### config.mk
export PLATFORM = sky130hd
export DESIGN_NAME = disk_seek_scheduler
export DESIGN_NICKNAME = d
export VERILOG_FILES = /design/src/rtl/dss_pkg.sv /design/src/rtl/disk_seek_scheduler.sv /design/src/rtl/dss_datapath.sv /design/src/rtl/dss_ctrl.sv
export SDC_FILE = /design/constraint.sdc
export NUM_CORES = 2
export LEC_CHECK = 0
export ABC_CLOCK_PERIOD_IN_PS = 21100
export BUFFER_PORTS_ARGS = -buffer_cell sky130_fd_sc_hd__buf_2
export CAP_MARGIN = 10
export CORE_ASPECT_RATIO = 2
export CORE_UTILIZATION = 65
export CTS_BUF_LIST = sky130_fd_sc_hd__clkbuf_8
export CTS_CLUSTER_DIAMETER = 80
export DETAILED_ROUTE_END_ITERATION = 10
export MAX_ROUTING_LAYER = met4
export PLACE_DENSITY = 0.82
export SYNTH_ARGS = -nofsm -noshare
export SYNTH_HDL_FRONTEND = slang
export SYNTH_HIERARCHICAL = 1
export SYNTH_SLANG_ARGS = --single-unit
### constraint.sdc
create_clock -name clk -period 21.1 [get_ports clk]
set_input_delay 1.055 -clock clk [delete_from_list [all_inputs] [get_ports clk]]
set_output_delay 1.055 -clock clk [all_outputs]
set_load 0.01 [all_outputs]
### src/rtl/dss_pkg.sv
// Shared types, constants and control bundles of the disk seek scheduler.
package dss_pkg;

  localparam int CYL_W      = 16;
  localparam int SEEK_W     = 22;
  localparam int DCYL_W     = 17;
  localparam int MODE_W     = 2;
  localparam int CFG_IDX_W  = 2;
  localparam int CFG_DATA_W = 17;

  localparam int MAX_REQUESTS_DEF = 64;

  localparam logic [SEEK_W-1:0] SEEK_MAX = 22'h3FFFFF;

  // Scheduling policies; the spare code behaves as first come first served.
  localparam logic [MODE_W-1:0] MODE_FCFS  = 2'd0;
  localparam logic [MODE_W-1:0] MODE_SCAN  = 2'd1;
  localparam logic [MODE_W-1:0] MODE_CSCAN = 2'd2;

  // Configuration register indexes.
  localparam logic [CFG_IDX_W-1:0] CFG_MODE = 2'd0;
  localparam logic [CFG_IDX_W-1:0] CFG_HEAD = 2'd1;
  localparam logic [CFG_IDX_W-1:0] CFG_CYLS = 2'd2;

  localparam logic [DCYL_W-1:0] CYLS_RESET = 17'h10000;

  typedef struct packed {
    logic [CYL_W-1:0] request_cylinder;
    logic             last_request;
  } req_t;

  typedef struct packed {
    logic [CYL_W-1:0]  served_cylinder;
    logic [SEEK_W-1:0] seek_total;
    logic              end_of_order;
    logic              overflow_flag;
  } rsp_t;

  typedef struct packed {
    logic store;
    logic sort_init;
    logic key_latch;
    logic shift;
    logic place;
    logic scan_init;
    logic scan_step;
    logic total;
    logic emit_init;
    logic emit_load;
  } cmd_t;

  typedef struct packed {
    logic sorted_mode;
    logic n_small;
    logic key_gt;
    logic j_one;
    logic i_last;
    logic scan_last;
    logic emit_last;
    logic out_free;
  } stat_t;

endpackage

### src/rtl/disk_seek_scheduler.sv
// Disk seek scheduler: batches cylinder requests and emits their service order.
//
// Requests arrive on the req channel, one per cycle while req_stall is low.
// Each is stored until one marked last_request arrives; the block then stalls
// requests and produces the whole service order on the rsp channel, one result
// per stored request. The final result carries end_of_order and seek_total.
// Requests beyond MAX_REQUESTS are dropped and overflow_flag is set on every
// result of that batch. The user must write policy_mode, head_start and
// disk_cylinders through the cfg port only while the block is idle; the block
// itself does not enforce this. After the last request, first come first
// served sets up emission and then gives its first result. SCAN and circular
// SCAN first run an insertion sort in the sorted store, shifting at most
// n*(n-1)/2 entries, then a scan over the sorted store, the seek total and
// the emission set-up; the single read port of that store paces these steps.
// Results then leave at one per cycle; a stall on rsp holds the result
// register and pauses emission. Requests are taken again the cycle after the
// final result is loaded. Reset empties the batch and restores the register
// defaults; the stores need no clearing.
module disk_seek_scheduler #(
  parameter int MAX_REQUESTS = dss_pkg::MAX_REQUESTS_DEF
) (
  input  logic                           clk,
  input  logic                           rst,
  input  logic                           req_valid,
  output logic                           req_stall,
  input  dss_pkg::req_t                  req_data,
  output logic                           rsp_valid,
  input  logic                           rsp_stall,
  output dss_pkg::rsp_t                  rsp_data,
  input  logic                           cfg_we,
  input  logic [dss_pkg::CFG_IDX_W-1:0]  cfg_index,
  input  logic [dss_pkg::CFG_DATA_W-1:0] cfg_data
);
  import dss_pkg::*;

  cmd_t  cmd;
  stat_t stat;

  dss_ctrl u_ctrl (
    .clk          (clk),
    .rst          (rst),
    .req_valid    (req_valid),
    .last_request (req_data.last_request),
    .req_stall    (req_stall),
    .stat         (stat),
    .cmd          (cmd)
  );

  dss_datapath #(
    .MAX_REQUESTS (MAX_REQUESTS)
  ) u_datapath (
    .clk       (clk),
    .rst       (rst),
    .req_data  (req_data),
    .cmd       (cmd),
    .stat      (stat),
    .cfg_we    (cfg_we),
    .cfg_index (cfg_index),
    .cfg_data  (cfg_data),
    .rsp_valid (rsp_valid),
    .rsp_stall (rsp_stall),
    .rsp_data  (rsp_data)
  );

endmodule

### src/rtl/dss_datapath.sv
// Datapath: request stores, insertion sort, head scan, seek totals and result register.
module dss_datapath #(
  parameter int MAX_REQUESTS = dss_pkg::MAX_REQUESTS_DEF
) (
  input  logic                           clk,
  input  logic                           rst,
  input  dss_pkg::req_t                  req_data,
  input  dss_pkg::cmd_t                  cmd,
  output dss_pkg::stat_t                 stat,
  input  logic                           cfg_we,
  input  logic [dss_pkg::CFG_IDX_W-1:0]  cfg_index,
  input  logic [dss_pkg::CFG_DATA_W-1:0] cfg_data,
  output logic                           rsp_valid,
  input  logic                           rsp_stall,
  output dss_pkg::rsp_t                  rsp_data
);
  import dss_pkg::*;

  localparam int IW = (MAX_REQUESTS > 1) ? $clog2(MAX_REQUESTS) : 1;
  localparam int CW = $clog2(MAX_REQUESTS + 1);
  localparam int TW = 24;
  localparam logic [CW-1:0] MAX_CNT = CW'(MAX_REQUESTS);
  localparam logic [CW-1:0] ONE     = CW'(1);

  logic [MODE_W-1:0] mode;
  logic [CYL_W-1:0]  head;
  logic [DCYL_W-1:0] cyls;

  logic [CW-1:0]     count;
  logic              dropped;
  logic              sorted_mode;
  logic              scan_mode;
  logic              has_room;

  logic [CYL_W-1:0]  req_mem [MAX_REQUESTS];
  logic [CYL_W-1:0]  srt_mem [MAX_REQUESTS];
  logic [CYL_W-1:0]  req_q;
  logic [CYL_W-1:0]  srt_q;
  logic              rd_en;
  logic [IW-1:0]     rd_addr;
  logic              srt_we;
  logic [IW-1:0]     srt_wa;
  logic [CYL_W-1:0]  srt_wd;

  logic [CW-1:0]     i;
  logic [CW-1:0]     j;
  logic [CW-1:0]     i_m1;
  logic [CW-1:0]     i_p1;
  logic [CW-1:0]     j_m2;
  logic [CYL_W-1:0]  key;

  logic [CW-1:0]     idx;
  logic [CW-1:0]     idx_p1;
  logic              found;
  logic [CW-1:0]     s_idx;
  logic [CYL_W-1:0]  lo;
  logic [CYL_W-1:0]  hi;
  logic [CYL_W-1:0]  below;

  logic signed [TW-1:0] h_s;
  logic signed [TW-1:0] end_s;
  logic signed [TW-1:0] total_raw;
  logic [SEEK_W-1:0]    total_clamped;
  logic [SEEK_W-1:0]    total_q;

  logic [CW-1:0]     addr;
  logic [CW-1:0]     addr_p1;
  logic [CW-1:0]     addr_next;
  logic              phase;
  logic              phase_next;
  logic [CW-1:0]     start_addr;
  logic              start_phase;
  logic [CW-1:0]     left;
  logic [CYL_W-1:0]  pos;
  logic [SEEK_W-1:0] facc;
  logic [CYL_W-1:0]  rdv;
  logic [CYL_W-1:0]  diff;
  logic [SEEK_W:0]   facc_sum;
  logic [SEEK_W-1:0] facc_sat;

  always_ff @(posedge clk) begin
    if (rst) begin
      mode <= MODE_FCFS;
      head <= '0;
      cyls <= CYLS_RESET;
    end else if (cfg_we) begin
      unique case (cfg_index)
        CFG_MODE: mode <= cfg_data[MODE_W-1:0];
        CFG_HEAD: head <= cfg_data[CYL_W-1:0];
        CFG_CYLS: cyls <= cfg_data[DCYL_W-1:0];
        default: ;
      endcase
    end
  end

  assign sorted_mode = (mode == MODE_SCAN) || (mode == MODE_CSCAN);
  assign scan_mode   = (mode == MODE_SCAN);
  assign has_room    = (count < MAX_CNT);

  assign i_m1   = i - ONE;
  assign i_p1   = i + ONE;
  assign j_m2   = j - CW'(2);
  assign idx_p1 = idx + ONE;

  // Emission walks the upper group upwards, then the lower group in the policy's direction.
  always_comb begin
    start_phase = 1'b0;
    start_addr  = '0;
    if (sorted_mode) begin
      if (s_idx != count) begin
        start_addr = s_idx;
      end else begin
        start_phase = 1'b1;
        start_addr  = scan_mode ? (s_idx - ONE) : '0;
      end
    end
  end

  assign addr_p1 = addr + ONE;

  always_comb begin
    phase_next = phase;
    addr_next  = addr_p1;
    if (sorted_mode) begin
      if (!phase) begin
        if (addr_p1 == count) begin
          phase_next = 1'b1;
          addr_next  = scan_mode ? (s_idx - ONE) : '0;
        end
      end else if (scan_mode) begin
        addr_next = addr - ONE;
      end
    end
  end

  always_comb begin
    rd_en   = 1'b0;
    rd_addr = '0;
    srt_we  = cmd.store && has_room;
    srt_wa  = count[IW-1:0];
    srt_wd  = req_data.request_cylinder;
    if (cmd.sort_init) begin
      rd_en   = 1'b1;
      rd_addr = IW'(1);
    end
    if (cmd.key_latch) begin
      rd_en   = 1'b1;
      rd_addr = i_m1[IW-1:0];
    end
    if (cmd.shift) begin
      srt_we  = 1'b1;
      srt_wa  = j[IW-1:0];
      srt_wd  = srt_q;
      rd_en   = 1'b1;
      rd_addr = j_m2[IW-1:0];
    end
    if (cmd.place) begin
      srt_we  = 1'b1;
      srt_wa  = j[IW-1:0];
      srt_wd  = key;
      rd_en   = 1'b1;
      rd_addr = i_p1[IW-1:0];
    end
    if (cmd.scan_init) begin
      rd_en   = 1'b1;
      rd_addr = '0;
    end
    if (cmd.scan_step) begin
      rd_en   = 1'b1;
      rd_addr = idx_p1[IW-1:0];
    end
    if (cmd.emit_init) begin
      rd_en   = 1'b1;
      rd_addr = start_addr[IW-1:0];
    end
    if (cmd.emit_load) begin
      rd_en   = 1'b1;
      rd_addr = addr_next[IW-1:0];
    end
  end

  always_ff @(posedge clk) begin
    if (cmd.store && has_room) begin
      req_mem[count[IW-1:0]] <= req_data.request_cylinder;
    end
    if (rd_en) begin
      req_q <= req_mem[rd_addr];
    end
  end

  always_ff @(posedge clk) begin
    if (srt_we) begin
      srt_mem[srt_wa] <= srt_wd;
    end
    if (rd_en) begin
      srt_q <= srt_mem[rd_addr];
    end
  end

  // Totals are worked out signed, so that an odd disk size clamps rather than wraps.
  always_comb begin
    h_s   = $signed(TW'(head));
    end_s = $signed(TW'(cyls)) - $signed(TW'(1));
    if (s_idx == '0) begin
      total_raw = $signed(TW'(hi)) - h_s;
    end else if (scan_mode) begin
      total_raw = (end_s <<< 1) - h_s - $signed(TW'(lo));
    end else begin
      total_raw = end_s - h_s + $signed(TW'(below));
    end
    if (total_raw < 0) begin
      total_clamped = '0;
    end else if (total_raw > $signed(TW'(SEEK_MAX))) begin
      total_clamped = SEEK_MAX;
    end else begin
      total_clamped = total_raw[SEEK_W-1:0];
    end
  end

  assign rdv      = sorted_mode ? srt_q : req_q;
  assign diff     = (rdv >= pos) ? (rdv - pos) : (pos - rdv);
  assign facc_sum = {1'b0, facc} + (SEEK_W + 1)'(diff);
  assign facc_sat = (facc_sum > {1'b0, SEEK_MAX}) ? SEEK_MAX : facc_sum[SEEK_W-1:0];

  always_ff @(posedge clk) begin
    if (rst) begin
      count     <= '0;
      dropped   <= 1'b0;
      rsp_valid <= 1'b0;
    end else begin
      if (cmd.store) begin
        if (has_room) begin
          count <= count + ONE;
        end else begin
          dropped <= 1'b1;
        end
      end
      if (cmd.emit_load && stat.emit_last) begin
        count   <= '0;
        dropped <= 1'b0;
      end
      if (cmd.emit_load) begin
        rsp_valid <= 1'b1;
      end else if (!rsp_stall) begin
        rsp_valid <= 1'b0;
      end
    end
  end

  always_ff @(posedge clk) begin
    if (cmd.sort_init) begin
      i <= ONE;
    end
    if (cmd.key_latch) begin
      key <= srt_q;
      j   <= i;
    end
    if (cmd.shift) begin
      j <= j - ONE;
    end
    if (cmd.place) begin
      i <= i_p1;
    end
    if (cmd.scan_init) begin
      idx   <= '0;
      found <= 1'b0;
      s_idx <= count;
    end
    if (cmd.scan_step) begin
      if (idx == '0) begin
        lo <= srt_q;
      end
      hi <= srt_q;
      if (!found && (srt_q > head)) begin
        found <= 1'b1;
        s_idx <= idx;
      end
      if (srt_q <= head) begin
        below <= srt_q;
      end
      idx <= idx_p1;
    end
    if (cmd.total) begin
      total_q <= total_clamped;
    end
    if (cmd.emit_init) begin
      addr  <= start_addr;
      phase <= start_phase;
      left  <= count;
      pos   <= head;
      facc  <= '0;
    end
    if (cmd.emit_load) begin
      addr  <= addr_next;
      phase <= phase_next;
      left  <= left - ONE;
      pos   <= rdv;
      facc  <= facc_sat;
      rsp_data.served_cylinder <= rdv;
      rsp_data.end_of_order    <= stat.emit_last;
      rsp_data.overflow_flag   <= dropped;
      if (stat.emit_last) begin
        rsp_data.seek_total <= sorted_mode ? total_q : facc_sat;
      end else begin
        rsp_data.seek_total <= '0;
      end
    end
  end

  assign stat.sorted_mode = sorted_mode;
  assign stat.n_small     = (count <= ONE);
  assign stat.key_gt      = (srt_q > key);
  assign stat.j_one       = (j == ONE);
  assign stat.i_last      = (i_p1 >= count);
  assign stat.scan_last   = (idx_p1 == count);
  assign stat.emit_last   = (left == ONE);
  assign stat.out_free    = !rsp_valid || !rsp_stall;

  a_count_bound: assert property (@(posedge clk) disable iff (rst) count <= MAX_CNT)
    else $error("request count beyond store capacity");

  a_load_free: assert property (@(posedge clk) disable iff (rst)
    cmd.emit_load |-> (!rsp_valid || !rsp_stall))
    else $error("result register overwritten while a result waits");

  a_batch_clear: assert property (@(posedge clk) disable iff (rst)
    (cmd.emit_load && stat.emit_last) |=> (count == '0 && !dropped))
    else $error("batch state not cleared after the final result");

  a_shift_j: assert property (@(posedge clk) disable iff (rst) cmd.shift |-> (j != '0))
    else $error("sort shift below the bottom of the store");

endmodule

### src/rtl/dss_ctrl.sv
// Controller: sequences loading, sorting, scanning and emission of a batch.
module dss_ctrl (
  input  logic           clk,
  input  logic           rst,
  input  logic           req_valid,
  input  logic           last_request,
  output logic           req_stall,
  input  dss_pkg::stat_t stat,
  output dss_pkg::cmd_t  cmd
);
  import dss_pkg::*;

  typedef enum logic [3:0] {
    S_LOAD,
    S_SORT,
    S_KEY,
    S_CMP,
    S_PLACE,
    S_SCAN0,
    S_SCAN,
    S_TOTAL,
    S_EMIT0,
    S_EMIT
  } state_t;

  state_t state;
  state_t state_next;
  logic   accept;

  assign accept = req_valid && !req_stall;

  always_comb begin
    cmd        = '0;
    state_next = state;
    unique case (state)
      S_LOAD: begin
        cmd.store = accept;
        if (accept && last_request) begin
          state_next = stat.sorted_mode ? S_SORT : S_EMIT0;
        end
      end
      S_SORT: begin
        if (stat.n_small) begin
          state_next = S_SCAN0;
        end else begin
          cmd.sort_init = 1'b1;
          state_next    = S_KEY;
        end
      end
      S_KEY: begin
        cmd.key_latch = 1'b1;
        state_next    = S_CMP;
      end
      S_CMP: begin
        if (stat.key_gt) begin
          cmd.shift  = 1'b1;
          state_next = stat.j_one ? S_PLACE : S_CMP;
        end else begin
          cmd.place  = 1'b1;
          state_next = stat.i_last ? S_SCAN0 : S_KEY;
        end
      end
      S_PLACE: begin
        cmd.place  = 1'b1;
        state_next = stat.i_last ? S_SCAN0 : S_KEY;
      end
      S_SCAN0: begin
        cmd.scan_init = 1'b1;
        state_next    = S_SCAN;
      end
      S_SCAN: begin
        cmd.scan_step = 1'b1;
        if (stat.scan_last) begin
          state_next = S_TOTAL;
        end
      end
      S_TOTAL: begin
        cmd.total  = 1'b1;
        state_next = S_EMIT0;
      end
      S_EMIT0: begin
        cmd.emit_init = 1'b1;
        state_next    = S_EMIT;
      end
      S_EMIT: begin
        if (stat.out_free) begin
          cmd.emit_load = 1'b1;
          if (stat.emit_last) begin
            state_next = S_LOAD;
          end
        end
      end
      default: state_next = S_LOAD;
    endcase
  end

  always_ff @(posedge clk) begin
    if (rst) begin
      state     <= S_LOAD;
      req_stall <= 1'b0;
    end else begin
      state     <= state_next;
      req_stall <= (state_next != S_LOAD);
    end
  end

endmodule
==> results.md <==
* Flops & latches, synth at roughly 2300
* Detailed-route via count at 61607
* CP Class: reg2reg
* Final Cell Area at 111000 um2
* Pwr Density at ~130 nW/um2
* Max cap viols at 1
* Fin. Hold Viols at 0
* Routed wire length at slightly below 300000 um
* GR Util All Layers at between 30 and 40%
* Sink of the worst hold path: u_datapath/cyls[16]
* Reg2Reg Setup Slack at between 10 and 15 ns
* Non-filler instance count after layout at around 9400
* CP max stage cell: or4_1
* Final Max Slew Viols at 8
* Synth Net Count at between 6000 and 7000
* CTS tree: done
* Setup Viol. Count Final at 0
* Top delay family on crit path: compound AO/OA/AOI/OAI gates
* Reg2reg path depth at 27
* Worst path buffer plus inverter count at 4
* Post CTS Setup Buffer Count at 0
* Largest net degree at the start of global routing at 204
* Final core utilization at 71.5%
* WP data required at about 22 ns
* Wirelength per Cell at roughly 32 um
* Total gr overflow at 0
* Via density at roughly 6.6
* Clock skew at about 0.056 ns
* Die Span Y at about 560 um
* Worst slew pin tran at about 1.5 ns
* Worst setup SP type: flip-flop
* Hold buffers post-CTS at 0
* Worst Path Arrival at between 10 and 15 ns
* I/O Buffers at 82
* Netlist cell types at 84
* First-pass GRT wire length at slightly above 400000 um
* Mapped Area at approximately 100000 um2
* Hold path depth at 3
* Iteration-0 DRC count of the detailed router at 7086
* Failing checks: capacitance limit, slew limit
* Mean Syn Cell Area at around 15 um2
* Clk_lat worst skew at just over 0.9 ns
* Vias in the first global route at about 62000
* Initial Util at roughly two thirds
* Root Buffer: clkbuf_8
* Most frequent cells in the layout: edfxtp_1 (2279), nand2_1 (713), mux2i_1 (569)
* Tot Pwr at roughly 15 mW
* R2r startpoint: u_datapath/srt_q[1]
* Min cycle time layout at just over 10 ns
* Rows at 204
* Most common cell after layout, fill and taps aside: edfxtp_1
* Min-Delay Path Class: in2reg
* GPL Wtd Cong at around 0.99
* Worst setup margin at about 11 ns
* Crit-path most repeated cell: o21a_1
* HP Start: cfg_data[16]
* Pre-Repair DR Iteration Count at 6
* Cells after Synth at between 6000 and 7000
* Clk buf depth at 4
* CTS resizes at 0
* Post-synthesis sequential area ratio at roughly 69%
* Status: finished with violations
* Hold WS at 0.367 ns
* Initial antenna violation count at 35
* RSZ-0062 raised after global routing: false
* Placeable Area at approximately 150000 um2
* Final TNS setup at 0 ns
* Number of synthesized flops with an enable pin at ~2300
* Predominant post-synthesis flop cell: edfxtp_1
* Peak VDD IR at 0.159 mV
* Die area at roughly 160000 um2
* R2r endpoint: u_datapath/req_q[14]
* Ys async rst share at 0%
* Share of layout cells above drive strength 1 at about 18%
* Clock buffer count from CTS at 314
* Post-DRT Antenna Nets at 0
* I/O pins at 83
* Max H-tree Level at 5
* Fmax at approximately 97 MHz
* Place WS at roughly 11 ns
* Die Span X at ~280 um
* CP Max Fanout at around 160
* Placed Cells at 8732
* Worst-path clk slew at ~0.070 ns
* Layout Area Growth over Synthesis at 9.08%
* Dpl cell area at around 100000 um2
* DRC violations left at 0
* Rel. slew slack at -2.61%
* CP peak stage delay at 0.72 ns
* Detailed Place HPWL at roughly 190000 um
* # nets final at 7232
* Final Cycle Share at between 40% and 50%
* Warnings from Yosys at 6
* Num Clock Sinks at 2336
* Crit path capture type: flip-flop
* Leakage power at between 30 and 40 nW
## registers in the layout, indices dropped and copies added (netlist names), 17 cells and up
signal and count:
u_datapath/cyls 17, u_datapath/facc 22, u_datapath/req_mem 1024, u_datapath/rsp_data 40, u_datapath/srt_mem 1024, u_datapath/total_q 21
## Yosys cell counts, types with 17 or more instances
library cell     n  area share [%]
edfxtp_1      2279              68
nand2_1        713             2.6
mux2i_1        569             5.6
o211ai_1       525             3.9
mux2_2         484             5.4
nor2_1         328             1.2
clkbuf_1       206            0.76
inv_1          171            0.63
ha_1           163             2.0
a21oi_1        149            0.74
a41oi_1        131             1.1
xnor2_1         87            0.75
o21ai_0         83            0.41
buf_2           78            0.39
dfxtp_1         57             1.1
xor2_1          52            0.45
buf_1           46            0.17
mux2_1          45            0.50
nand3_1         43            0.21
nor2b_1         41            0.25
a211oi_1        38            0.28
nor3_1          36            0.18
fa_1            35            0.69
or4_1           35            0.26
nand2b_1        34            0.21
o21a_1          33            0.24
buf_6           32            0.36
a21o_1          21            0.16
buf_4           19            0.14
nand4_1         17            0.10
## area by class of cell
class,count,area [um2]
diodes,75,188
clock buffers,317,4360
clock inverters,232,1400
fillers,9840,44100
inverters,175,657
multi-input cells,3867,29700
flip-flops and latches,2336,69600
well taps,2060,2580
repair buffers,299,2170
## worst max-delay path by stage
stage	startpoint	endpoint	slack, ns	cells after the start
2_1_floorplan	rsp_stall	u_datapath/srt_q[0]	12.91	15
3_3_place_gp	u_datapath/srt_q[1]	u_datapath/srt_q[9]	11.19	28
3_5_place_dp	u_datapath/srt_q[1]	u_datapath/srt_q[9]	11.16	28
4_1_cts	u_datapath/srt_q[1]	u_datapath/srt_q[9]	11.10	28
5_1_grt	u_datapath/srt_q[1]	u_datapath/srt_q[9]	10.64	28
6_report	u_datapath/srt_q[1]	u_datapath/req_q[14]	10.81	27
## power by group
part,internal (mW),leakage [nW],switching [mW]
clock network,1.58,3.22,1.67
logic,1.98,12.4,3.87
registers,5.52,21.0,0.163
total,9.09,36.6,5.70
## metal layers
layer,up-vias,track usage [%],share of wire (%)
met1,30376,37.5,30
met4,0,38.1,12
met2,3543,63.3,51
li1,26473,-,-
met3,1215,6.45,7.7
met5,-,-,0
## worst reg2reg max path, stage by stage, from the launching register on
cell	delay (ns)
edfxtp_1	0.51
ha_1	0.35
nor2b_1	0.14
o21a_1	0.16
o21a_1	0.16
o21a_1	0.16
o21a_1	0.16
o21a_1	0.16
o21a_1	0.16
o21ai_0	0.15
nand2_1	0.08
a21oi_1	0.15
o21ai_0	0.45
or3_1	0.57
a21oi_4	0.15
buf_4	0.63
o21ai_0	0.21
nand2_1	0.11
nand3_1	0.17
a22o_1	0.24
nor3_2	0.22
buf_4	0.66
buf_12	0.60
buf_12	0.90
mux2_1	0.74
o211ai_1	0.66
a41oi_1	0.64
or4_1	0.72
## cells by family (layout without fill, tap and decap cells)
group / Yosys count / count (layout) / share of synthesized area, %
compound gates: 1078 / 1078 / 7.66
xor+xnor: 141 / 141 / 1.25
fa+ha+maj: 198 / 198 / 2.70
buf+inv: 557 / 1023 / 2.47
flops: 2336 / 2336 / 68.6
mux: 1099 / 1099 / 11.5
other cells: 1 / 76 / 0.00370
simple gates: 1350 / 1350 / 5.79
(Power assumes the default switching activity.)
